<file path="src/sv/rcpa_ram.sv">
// Generic single-write, single-read RAM with registered read data.
// No dependencies.
module rcpa_ram #(
	parameter int WIDTH = 8,
	parameter int DEPTH = 512
) (
	input  logic                                  clk,
	input  logic                                  we,
	input  logic [(DEPTH > 1 ? $clog2(DEPTH) : 1)-1:0] waddr,
	input  logic [WIDTH-1:0]                      wdata,
	input  logic [(DEPTH > 1 ? $clog2(DEPTH) : 1)-1:0] raddr,
	output logic [WIDTH-1:0]                      rdata
);

	logic [WIDTH-1:0] mem_q [DEPTH];

	always_ff @(posedge clk) begin
		if (we) begin
			mem_q[waddr] <= wdata;
		end
		rdata <= mem_q[raddr];
	end

endmodule

</file>
<file path="config.mk">
export PLATFORM = sky130hd
export DESIGN_NAME = rcpa_ram
export DESIGN_NICKNAME = d
export VERILOG_FILES = /design/src/sv/rcpa_ram.sv
export SDC_FILE = /design/constraint.sdc
export NUM_CORES = 2
export LEC_CHECK = 0
export CAP_MARGIN = 20
export CORE_ASPECT_RATIO = 0.8
export CORE_MARGIN = 3
export CORE_UTILIZATION = 45
export CTS_CLUSTER_DIAMETER = 60
export DETAILED_ROUTE_END_ITERATION = 8
export DONT_BUFFER_PORTS = 1
export PLACE_DENSITY = 0.57
export SLEW_MARGIN = 40
export SYNTH_ARGS = -nofsm -noshare
export SYNTH_HDL_FRONTEND = slang
export SYNTH_SLANG_ARGS = --single-unit
</file>
<file path="constraint.sdc">
create_clock -name clk -period 3.42 [get_ports clk]
set_input_delay 0.684 -clock clk [delete_from_list [all_inputs] [get_ports clk]]
set_output_delay 0.684 -clock clk [all_outputs]
set_load 0.01 [all_outputs]
</file>
After elaboration in Yosys (flattened, before gate mapping)
Memories as Yosys holds them, arrays and structs flattened. A register that Yosys moved wholly into a read port is not among the register bits.
Index checks and enable logic that the tools add are counted.
Storage, ports and cells
  register bits after elaboration: 0
  output and inout bits: 8
  RAM bits: 4096
  memories kept: 1
  logic and storage cells: 3
  input bits: 28
Operators by class
  muxes and demuxes: 2
Memory list
  mem_q: depth 512, bits a word 8, rd ports 1, clocked after memory_dff 1, write ports 1, RTL line 15  | logic [WIDTH-1:0] mem_q [DEPTH];
Operators with widths (count)
  $mux W1: 2

Longest topological paths before layout
  depth in word-level cells: 2
  mapped depth: 12
  mapped depth without buffers: 7

Least setup slack after synthesis
Ideal clock, no wire load.
  path kind: input to register
  start point: input raddr[0] (netlist bit)
  end point: register rdata[0], read port of mem_q
  slack: 764 ps
  data arrival time: 2538 ps
  required time: 3302 ps
  cell stages on the path: 10
  buffers on the path: 4
  setup time: 118 ps
  cell sequence: buf_4 > buf_12 > buf_12 > buf_2 > mux4_2 > o21ai_0 > nand3_1 > nand4_1 > o21ai_0 > o2111a_1
RTL lines
  start, declared: RTL line 11  | input logic [(DEPTH > 1 ? $clog2(DEPTH) : 1)-1:0] raddr,
  end, declared: RTL line 12  | output logic [WIDTH-1:0] rdata

==> run_results.csv <==
group,metric,value,unit
timing,timing.slew.headroom,16.3,%
synth,synth.top_cells.by_area,"edfxtp_1 77%, mux4_2 9.2%, mux2i_1 5.0%, o221ai_1 2.0%, nor2_1 1.4%",
global_route,grt_pass1_vias,83300,
cts,insertion_delay,0.96,ns
power,power.density,564,nW/um^2
synth,async_flop_share,0,%
synth,yosysWarnings,0,
detailed_routing,ant_nets,0,
detailed_routing,drt_iter0_drc,11200,
run_status,violations,"negative setup slack",
placement,portBuffers,0,
worst_setup_path,crit_arrival,4.47,ns
worst_setup_path,end_kind,"flop",
timing,rsz0062_at_grt,"false",
power,peakVddDrop,0.427,mV
global_route,grt.total_usage,24.1,%
timing,finalSetupViolCount,4,
min_path,whs_path_depth,1,
worst_setup_path,reg2reg_slack,0.64,ns
synth,synth.distinct_cells,51,
cts,cts_htree_levels,5,
worst_setup_path,r2r-end,"rdata[0]",
timing,slew_violations,0,
global_route,grt_overflow,0,
worst_setup_path,crit_path_max_fanout,58,
timing,clock_skew,0.0465,ns
synth,synthTopCellsByCount,"4,096 x edfxtp_1, 797 x mux2i_1, 654 x mux4_2",
synth,syn_area,160000,sq um
worst_setup_path,worstPathRequired,4.32,ns
synth,synth-seq-area-share,77.0,%
synth,syn_avg_cell_area,19.9,sq um
timing,worst-slew-pin-transition,1.26,ns
global_route,grt_pass1_wl,630,mm
floorplanning,pin_count,36,
floorplanning,core_area,353000,sq um
timing,finalCritPeriodShare,104,%
power,power_leakage,61.0,nW
run_status,status,"complete, but fails checks",
min_path,hold_start,"wdata[7]",
detailed_routing,num_vias,85300,
detailed_routing,viasPerCell,6.06,
timing,timing.fmax,0.281,GHz
worst_setup_path,crit_type,"input port to flop",
cts,cts_tree,"done",
placement,dpl.cell_count,13300,
cts,root_buffer,"clkbuf_16",
synth,post-synth-top-count-cell,"edfxtp_1",
floorplanning,dieArea,363000,sq um
global_route,antenna_found_initial,15,
synth,syn_nets,8058,
cts,clk_path_buf_depth,4,
cells_and_area,final_util,52.9,%
placement,place_congestion,0.910,
cells_and_area,drive_gt1_share,25.6,%
min_path,hold-path-endpoint,"mem_q[131][7]",
floorplanning,dieWidth,673,um
global_route,grt_max_degree,513,
worst_setup_path,r2r_cells,9,
detailed_routing,post_drt_wl_per_cell,31.6,um
cts,cts_sinks,4104,
floorplanning,die_y,539,um
synth,synth_edf_count,4096,
cts,cts.clk_slew.worst_paths,0.06,ns
cts,tritoncts.num_buffers,400,
synth,synth_top_cell_by_area,"edfxtp_1",
min_path,hold_path.class,"input port to flop",
job,drv_cap,0,
synth,syn-instance-count,8030,
synth,synth_top_area_share,76.9,%
timing,layout_setup_ws,-0.143,ns
cells_and_area,final_cells,14100,
cells_and_area,synthToLayoutAreaGrowth,16.8,%
cells_and_area,layout.nets,9052,
detailed_routing,routed_wl,445,mm
worst_setup_path,r2r_start,"mem_q[273][0]",
placement,dpl.hpwl,270,mm
detailed_routing,drtPass1Iterations,6,
timing,final-hold-violation-count,0,
cts,postCtsSetupBuffers,0,
synth,ys.flop_type,"edfxtp_1",
detailed_routing,remaining_drc_errors,0,
floorplanning,rows,195,
synth,ys_ff_latch,4104,
timing,post-route-min-period,3.56,ns
worst_setup_path,start_kind,"input port",
floorplanning,initial_core_util,45.3,%
-- final cells by class --
class                   count  area (sq um)
clock inverters           237          2580
inverters                   3          18.8
diodes                     11          27.5
fillers                 27700        166000
clock buffers             491         10500
well taps                4728          5920
repair buffers           1105         10400
flip-flops and latches   4104        123000
multi-input cells        3410         34200
-- through the flow --
step | hold WS, ns | setup slack [ns] | setup TNS, ns | power (W) | area, sq um
after global routing | -0.000932 | 0.00171 | 0 | 0.108 | 187000
final | 0.0430 | -0.143 | -0.315 | 0.105 | 187000
after detailed placement | 0.785 | -1.89 | -14.25 | 0.0616 | 173000
after global placement | 0.914 | -1.01 | -5.91 | 0.0608 | 172000
after CTS | 0.00101 | 0.0304 | 0 | 0.106 | 186000
after floorplan | 0.783 | 0.764 | 0 | 0.0591 | 160000
-- worst max path at each step --
stage	from	endpoint	slack (ns)	depth (start not counted)
finish	raddr[1]	rdata[0]	-0.14	13
global route	raddr[1]	rdata[2]	0.002	14
CTS	raddr[1]	rdata[4]	0.03	14
detailed placement	raddr[1]	rdata[1]	-1.89	14
global placement	raddr[1]	rdata[2]	-1.01	11
floorplan	raddr[0]	rdata[0]	0.76	10
-- cell usage in the layout (no fill, tap or decap), types with 13 or more instances in the layout --
cell        instances
nand4_1            32
nand3_1            32
a22oi_1            61
o31ai_1            13
mux4_2            654
nor3_1            108
buf_12             93
a21oi_1           194
clkbuf_1           80
buf_4             958
nor2_2             26
buf_16             39
o22ai_1           163
o221ai_1          371
clkbuf_16         407
nor2_1            570
edfxtp_1         4096
mux2i_1           797
a211oi_1           17
clkinv_2           62
bufinv_16          48
clkinvlp_4         16
and2_1             19
nand2_1            96
o21ai_0           117
nor4_1             26
clkinv_1           83
-- cells by family (layout without fill, tap and decap cells) --
logic type             count (synthesis)  in the layout  synth area share (%)
buffers and inverters                516           1836                  1.85
multiplexers                        1451           1451                  14.2
AO/OA/AOI/OAI                        979            979                  4.31
flip-flops                          4104           4104                  77.0
other                                  0             11                     0
AND/OR/NAND/NOR                      980            980                  2.63
-- per-layer routing --
metal	share of wire, %	global-route usage (%)	wire length, um	vias up
met3	9.4	4.33	41700	578
li1	-	-	-	35500
met2	44	35.3	198000	4141
met5	0.0090	0	40	-
met1	44	37.5	194000	45100
met4	2.5	5.91	10900	6
-- flip-flops by register name, summed over array words and instances (netlist names) --
signal / flops
mem_q: 4096
rdata: 8
-- power breakdown --
part / internal, W / switching, W
Clock: 0.0255 / 0.0189
Combinational: 0.00207 / 0.00347
Sequential: 0.0554 / 0.0000827
Total: 0.0830 / 0.0224
-- critical path, cell delays in order --
cell and delay, ns:
buf_16 0.19, buf_16 0.26, buf_16 0.21, or2_4 0.33, buf_12 0.18, o221ai_1 0.28
a21oi_1 0.25, nor4_1 0.66, buf_4 0.22, nand4_1 0.19, nor4_1 0.35, buf_4 0.19
o2111a_1 0.18
-- what timing repair did --
action                                  in CTS  in global routing
resized for setup                            4                  2
hold buffers                                10                  2
endpoints found under the hold margin      195                 76
cloned                                       6                  1
endpoints found under the setup margin       8                  4
No activity file was read; power rests on OpenSTA's default activity.
