**src/sv/rcpa_pkg.sv**
```systemverilog
// Shared types, field widths and codes for the reference-counted page allocator.
// No dependencies; rcpa_scan, refcounted_page_allocator and rcpa_checker import this package.
package rcpa_pkg;

	// Default sizes
	localparam int RCPA_PAGE_COUNT = 512;
	localparam int RCPA_COUNT_BITS = 8;

	// Page geometry (a power of two: page number is the address shifted down)
	localparam int RCPA_PAGE_BYTES = 4096;
	localparam int RCPA_PAGE_SHIFT = 12;

	// Field widths
	localparam int ACTION_W  = 2;
	localparam int REQ_W     = 16;
	localparam int ADDR_W    = 21;
	localparam int STATUS_W  = 3;
	localparam int NCOUNT_W  = 8;
	localparam int CFG_W     = 9;
	localparam int CFG_IDX_W = 2;

	// Actions
	localparam logic [ACTION_W-1:0] ACT_ALLOC  = 2'd0;
	localparam logic [ACTION_W-1:0] ACT_FREE   = 2'd1;
	localparam logic [ACTION_W-1:0] ACT_BORROW = 2'd2;

	// Result status
	localparam logic [STATUS_W-1:0] ST_OK        = 3'd0;
	localparam logic [STATUS_W-1:0] ST_TOO_LARGE = 3'd1;
	localparam logic [STATUS_W-1:0] ST_NONE_FREE = 3'd2;
	localparam logic [STATUS_W-1:0] ST_BAD_ADDR  = 3'd3;
	localparam logic [STATUS_W-1:0] ST_NOT_HELD  = 3'd4;
	localparam logic [STATUS_W-1:0] ST_SATURATED = 3'd5;

	// Configuration register indexes
	localparam logic [CFG_IDX_W-1:0] REG_FIRST_USABLE = 2'd0;
	localparam logic [CFG_IDX_W-1:0] REG_LAST_USABLE  = 2'd1;
	localparam logic [CFG_IDX_W-1:0] REG_EXCLUDED     = 2'd2;

	localparam logic [CFG_W-1:0] FIRST_USABLE_RST = 9'd256;
	localparam logic [CFG_W-1:0] LAST_USABLE_RST  = 9'd511;
	localparam logic [CFG_W-1:0] EXCLUDED_RST     = 9'd184;

	typedef struct packed {
		logic [CFG_W-1:0] first_usable;
		logic [CFG_W-1:0] last_usable;
		logic [CFG_W-1:0] excluded;
	} cfg_t;

endpackage

```
**src/sv/rcpa_scan.sv**
```systemverilog
// Candidate search over one word of the held bitmap: window, exclusion and
// range compares per bit, then a lowest-first priority pick. Uses rcpa_pkg.
module rcpa_scan import rcpa_pkg::*; #(
	parameter int PAGE_COUNT = RCPA_PAGE_COUNT,
	parameter int WORD_BITS  = 32,
	parameter int WW         = 4
) (
	input  logic [WW-1:0]                  word,
	input  logic [WORD_BITS-1:0]           held,
	input  cfg_t                           cfg,
	output logic                           found,
	output logic [$clog2(WORD_BITS)-1:0]   pick
);

	localparam int BB = $clog2(WORD_BITS);

	logic [WORD_BITS-1:0] cand;
	logic [31:0]          base;

	assign base = 32'(word) << BB;

	always_comb begin
		logic [31:0] p;
		for (int b = 0; b < WORD_BITS; b++) begin
			p = base | 32'(b);
			cand[b] = !held[b] && (p >= 32'(cfg.first_usable)) &&
				(p <= 32'(cfg.last_usable)) && (p != 32'(cfg.excluded)) &&
				(p < 32'(PAGE_COUNT));
		end
	end

	// lowest set candidate wins
	always_comb begin
		pick = '0;
		for (int b = WORD_BITS - 1; b >= 0; b--) begin
			if (cand[b]) begin
				pick = BB'(b);
			end
		end
	end

	assign found = |cand;

endmodule

```
**config.mk**
```make
export PLATFORM = sky130hd
export DESIGN_NAME = rcpa_scan
export DESIGN_NICKNAME = d
export VERILOG_FILES = /design/src/sv/rcpa_pkg.sv /design/src/sv/rcpa_scan.sv
export SDC_FILE = /design/constraint.sdc
export NUM_CORES = 1
export LEC_CHECK = 0
export ABC_AREA = 1
export BUFFER_PORTS_ARGS = -buffer_cell sky130_fd_sc_hd__buf_2
export CAP_MARGIN = 10
export CORE_ASPECT_RATIO = 1.75
export CORE_MARGIN = 2
export CORE_UTILIZATION = 60
export DETAILED_ROUTE_END_ITERATION = 12
export PLACE_DENSITY = 0.95
export SETUP_SLACK_MARGIN = 0.05
export SLEW_MARGIN = 40
export SYNTH_ARGS = -nofsm -noshare
export SYNTH_HDL_FRONTEND = slang
export SYNTH_SLANG_ARGS = --single-unit
```
**constraint.sdc**
```tcl
create_clock -name vclk -period 7.1
set_clock_uncertainty 0.15 [all_clocks]
set_input_delay 0 -clock vclk [all_inputs]
set_output_delay 0 -clock vclk [all_outputs]
set_load 0.02 [all_outputs]
```
==> Yosys cells after proc, flatten, opt, wreduce, memory -nomap -nowiden <==
Index checks and enable logic that the tools add are counted.
{ "word_totals": {"reg_bits": 0, "input_bits": 63, "out_inout_bits": 6, "word_cells": 321} }
{ "classes": {"n_lt_le_gt_ge": 96, "eq_ne": 32, "n_mux": 32, "n_reduce_logical": 161} }
{ "op_table": {"columns": ["op", "count"], "rows": [
  ["9-bit by 10-bit less-than comparator with 1-bit output, second input constant", 32],
  ["9-bit >= comparator", 32],
  ["9-bit less-or-equal comparator", 32],
  ["9-bit inequality test", 32],
  ["5-bit two-way mux", 32],
  ["1-bit logical AND", 128],
  ["1-bit zero test", 32],
  ["32-bit OR reduction", 1]
]} }

==> Logic depth before layout (Yosys ltp) <==
{ "logic_depth": {"depth_word": 37, "depth_mapped": 39, "mapped_depth_nobuf": 39} }

==> Worst setup path before layout <==
No wires, ideal clock.
{ "synth_path": {"path_type": "input port to output port", "start": "input port cfg[17] (netlist bit)", "end": "output port pick[4]", "arrival_ns": 2.742, "required_time_ns": 6.950, "slack_ns": 4.208, "stages": 17, "n_path_buf": 0, "path_cell_list": "inv_1 > ha_1 > nand2_2 > nor2_4 > inv_2 > nor2_4 > inv_2 > nor2_1 > nor2_1 > a21oi_1 > a21oi_1 > and3_1 > nor2_1 > nand2_1 > nor2_1 > inv_1 > nor4_1"} }
{ "synth_between": {"elab_chain_len": 36, "word_cells_on_any_way": 160, "classes_between": "order compare: 32; mux: 32; reduce/logical: 96"} }
{ "synth_rtl": {"columns": ["item", "line", "text"], "rows": [
  ["start: declaration", "rcpa_scan.sv:10", "input cfg_t cfg,"],
  ["9-bit less-or-equal comparator", "rcpa_scan.sv:27", "(p <= 32'(cfg.last_usable)) && (p != 32'(cfg.excluded)) &&"],
  ["1-bit logical AND", "rcpa_scan.sv:26", "cand[b] = !held[b] && (p >= 32'(cfg.first_usable)) &&"],
  ["1-bit logical AND (2 in series)", "rcpa_scan.sv:27", null],
  ["5-bit two-way mux (31 in series)", "rcpa_scan.sv:36", "if (cand[b]) begin"],
  ["5-bit two-way mux *", "rcpa_scan.sv:36", null],
  ["end: declaration", "rcpa_scan.sv:12", "output logic [$clog2(WORD_BITS)-1:0] pick"]
]} }
Every way passes the cells marked *; elsewhere a longest branch is shown, timed or not.

==> Worst setup path after layout <==
{ "layout_path": {"start": "input port word[3]", "end": "output port pick[0]"} }
{ "layout_between": {"elab_chain_len": 37, "word_cells_on_any_way": 288, "classes_between": "order compare: 96; eq/ne: 32; mux: 32; reduce/logical: 128"} }
{ "layout_rtl": {"columns": ["item", "line", "text"], "rows": [
  ["start: declaration", "rcpa_scan.sv:8", "input logic [WW-1:0] word,"],
  ["9-bit >= comparator", "rcpa_scan.sv:26", null],
  ["1-bit logical AND (2 in series)", "rcpa_scan.sv:26", null],
  ["1-bit logical AND (2 in series)", "rcpa_scan.sv:27", null],
  ["5-bit two-way mux (31 in series)", "rcpa_scan.sv:36", null],
  ["5-bit two-way mux *", "rcpa_scan.sv:36", null]
]} }
Marks and branches as above.

==> flow_metrics.py <==
metrics = {
    "worst_setup_path": {
        "cp-end-kind": "primary output",
        "crit_path_top_delay_cell": "ha_1",
        "worstSetupPathType": "primary input to primary output",
        "crit_arrival_ns": 3.09,
        "path_common_cell": "nand2_1",
        "worstPathRequired_ns": 6.95,
        "crit_path_start_kind": "primary input",
        "critPathMaxFanout": 9,
        "crit_path_max_incr_delay_ns": 0.37,
    },
    "grt": {
        "use_met1_pct": 41.9,
        "grt_pass1_vias": 3172,
        "grt_usage_pct": 41.5,
        "grt_max_degree": 14,
        "grt_busiest_layer": "met2",
        "grt_pass1_wl_mm": 14.1,
        "antenna_found_initial": 0,
        "grt-ovfl-total": 0,
        "grtUsageMet2_pct": 74.8,
        "use_met3_pct": 7.14,
    },
    "worst_hold_path": {
        "hold_class": "primary input to primary output",
        "whs_path_depth": 5,
        "hp-start": "held[1]",
        "hold-path-endpoint": "pick[0]",
    },
    "power_and_ir_drop": {
        "intPower_uw": 80.4,
        "ir_drop_v": 0.0000630,
        "switching_share_pct": 66.7,
        "pwr-share-clk_pct": 0,
        "powerDensity_nw_per_um2": 91.1,
        "comb_power_share_pct": 100.0,
        "p_sw_uw": 161,
        "power.leakage_nw": 1.50,
        "p_seq_share_pct": 0,
    },
    "yosys": {
        "synth.top_cell.area_share_pct": 20.0,
        "synth_xor_area_share_pct": 1.15,
        "synth_top_family_by_area": "simple AND/OR/NAND/NOR gates",
        "synth_area_um2": 2290,
        "synth_mux_area_share_pct": 0,
        "synth.area.top_cells": "nand2_1 (20%), inv_1 (15%), nor2_1 (14%), a21oi_1 (9.4%), nand3_1 (5.7%)",
        "synthSimpleGateAreaFrac_pct": 52.6,
        "ys_seq_area_share_pct": 0,
        "synth_cell_type_count": 39,
        "synth_area_per_cell_um2": 4.80,
        "synth_compound_area_share_pct": 22.6,
        "synthCells": 478,
        "synthAdderAreaFrac_pct": 5.45,
        "syn_nets": 551,
        "synth-warning-count": 0,
        "synth_top_area_cell": "nand2_1",
    },
    "floorplanning": {
        "core_um2": 3630,
        "die_x_um": 50.8,
        "ioPinCount": 69,
        "die_area_um2": 4350,
        "start_util_pct": 63.2,
        "fp-row-count": 29,
        "die_h_um": 85.8,
    },
    "sta": {
        "timing.fmax_ghz": 0.309,
        "rsz0062_at_grt": "false",
        "finalHoldViolCount": 0,
        "min_period_ns": 3.24,
        "maxSlewHeadroom_pct": 68.9,
        "slew_viol_final": 0,
        "worst_pin_slew_ns": 0.462,
        "setup_violations": 0,
        "period_share_pct": 45.6,
        "tns_ns": 0,
    },
    "finish": {
        "drive_gt1_share_pct": 17.9,
        "layout.nets": 616,
        "area_delta_synth_final_pct": 15.5,
        "diodes": 0,
        "register_area_um2": 0,
        "fin_util_pct": 73.1,
        "mostFrequentLayoutCell": "nand2_1",
        "clkbuf_count": 0,
        "final_cell_mix": "nand2_1 (122), inv_1 (92), nor2_1 (83)",
        "seq_cells": 0,
    },
    "detailed_routing": {
        "drt_iter0_markers": 189,
        "vias": 3379,
        "drc_errors": 0,
        "ant_nets": 0,
        "wl_per_cell_um": 14.8,
        "drt-total-wl_mm": 8.70,
        "via_per_inst": 5.76,
        "first_pass_iters": 7,
    },
    "run": {
        "maxCapViolations": 0,
    },
    "clocking": {
        "cts_resized": 0,
        "hold_buffers": 0,
        "cts_setup_buffers": 0,
    },
    "place": {
        "dp_hpwl_mm": 7.54,
        "io_buffer_count": 69,
        "place.gp.congestion": 1.06,
    },
    "status": {
        "outcome": "finished, final reports clean",
    },
}
layout make-up:
cell class         instances  area (µm²)
inverters                 99         372
fillers                  374         977
well taps                 46        57.6
repair buffers            69         345
multi-input cells        373        1880
cell usage after synthesis (3+ instances only):
| library cell | count |
|---|---|
| nor4_1 | 6 |
| nor2_1 | 83 |
| inv_2 | 7 |
| xor2_1 | 3 |
| inv_1 | 92 |
| nand2_2 | 5 |
| nand4_1 | 4 |
| o21ai_0 | 13 |
| and3_1 | 4 |
| nor3_1 | 12 |
| nor2_4 | 5 |
| ha_1 | 10 |
| a21oi_1 | 43 |
| o31ai_1 | 5 |
| nand3_1 | 26 |
| nand2_1 | 122 |
| a31oi_1 | 8 |
critical path, delay by kind of cell:
kind	cells	cell delay (ns)
simple gates	32	2.01
compound gates	3	0.40
fa+ha+maj	1	0.37
buf+inv	3	0.34
per-stage QoR:
stage / hold WS, ns / cell area [µm²] / worst slack (ns) / total power [mW] / std cells
after global routing: 0.292 / 2650 / 3.52 / 0.267 / 587
after floorplan: 0.0697 / 2290 / 4.21 / 0.163 / 478
after global placement: 0.267 / 2650 / 3.98 / 0.229 / 587
after CTS: 0.269 / 2650 / 3.95 / 0.234 / 587
after detailed placement: 0.270 / 2650 / 3.95 / 0.233 / 587
final: 0.266 / 2650 / 3.86 / 0.242 / 587
power groups by stage:
stage          clock, mW  sequential [mW]  combinational (mW)
4_1_cts                0                0               0.234
5_1_grt                0                0               0.267
3_3_place_gp           0                0               0.229
3_5_place_dp           0                0               0.233
2_1_floorplan          0                0               0.163
6_report               0                0               0.242
kinds of logic (layout without fill, tap and decap cells):
logic type | count (synthesis) | count (layout)
AOI/OAI and AO/OA | 85 | 85
adders and majority gates | 10 | 10
and+or+nand+nor | 275 | 275
buffers and inverters | 105 | 168
xor gates and xnor gates | 3 | 3
routing by layer:
layer	part of all wire [%]	wire length [µm]	up-vias
li1	-	-	1654
met1	34	2990	1440
met2	50	4340	224
met3	7.2	629	61
met4	8.6	745	0
met5	0	0	-
how the worst max path moves through the flow:
stage	slack (ns)	cells after the start	from	to
floorplan	4.21	17	cfg[17]	pick[4]
global placement	3.98	37	word[0]	pick[0]
detailed placement	3.95	33	word[3]	pick[0]
CTS	3.95	33	word[3]	pick[0]
global route	3.52	39	word[3]	pick[0]
finish	3.86	39	word[3]	pick[0]
Note: power is estimated with default switching activity, not from simulation.
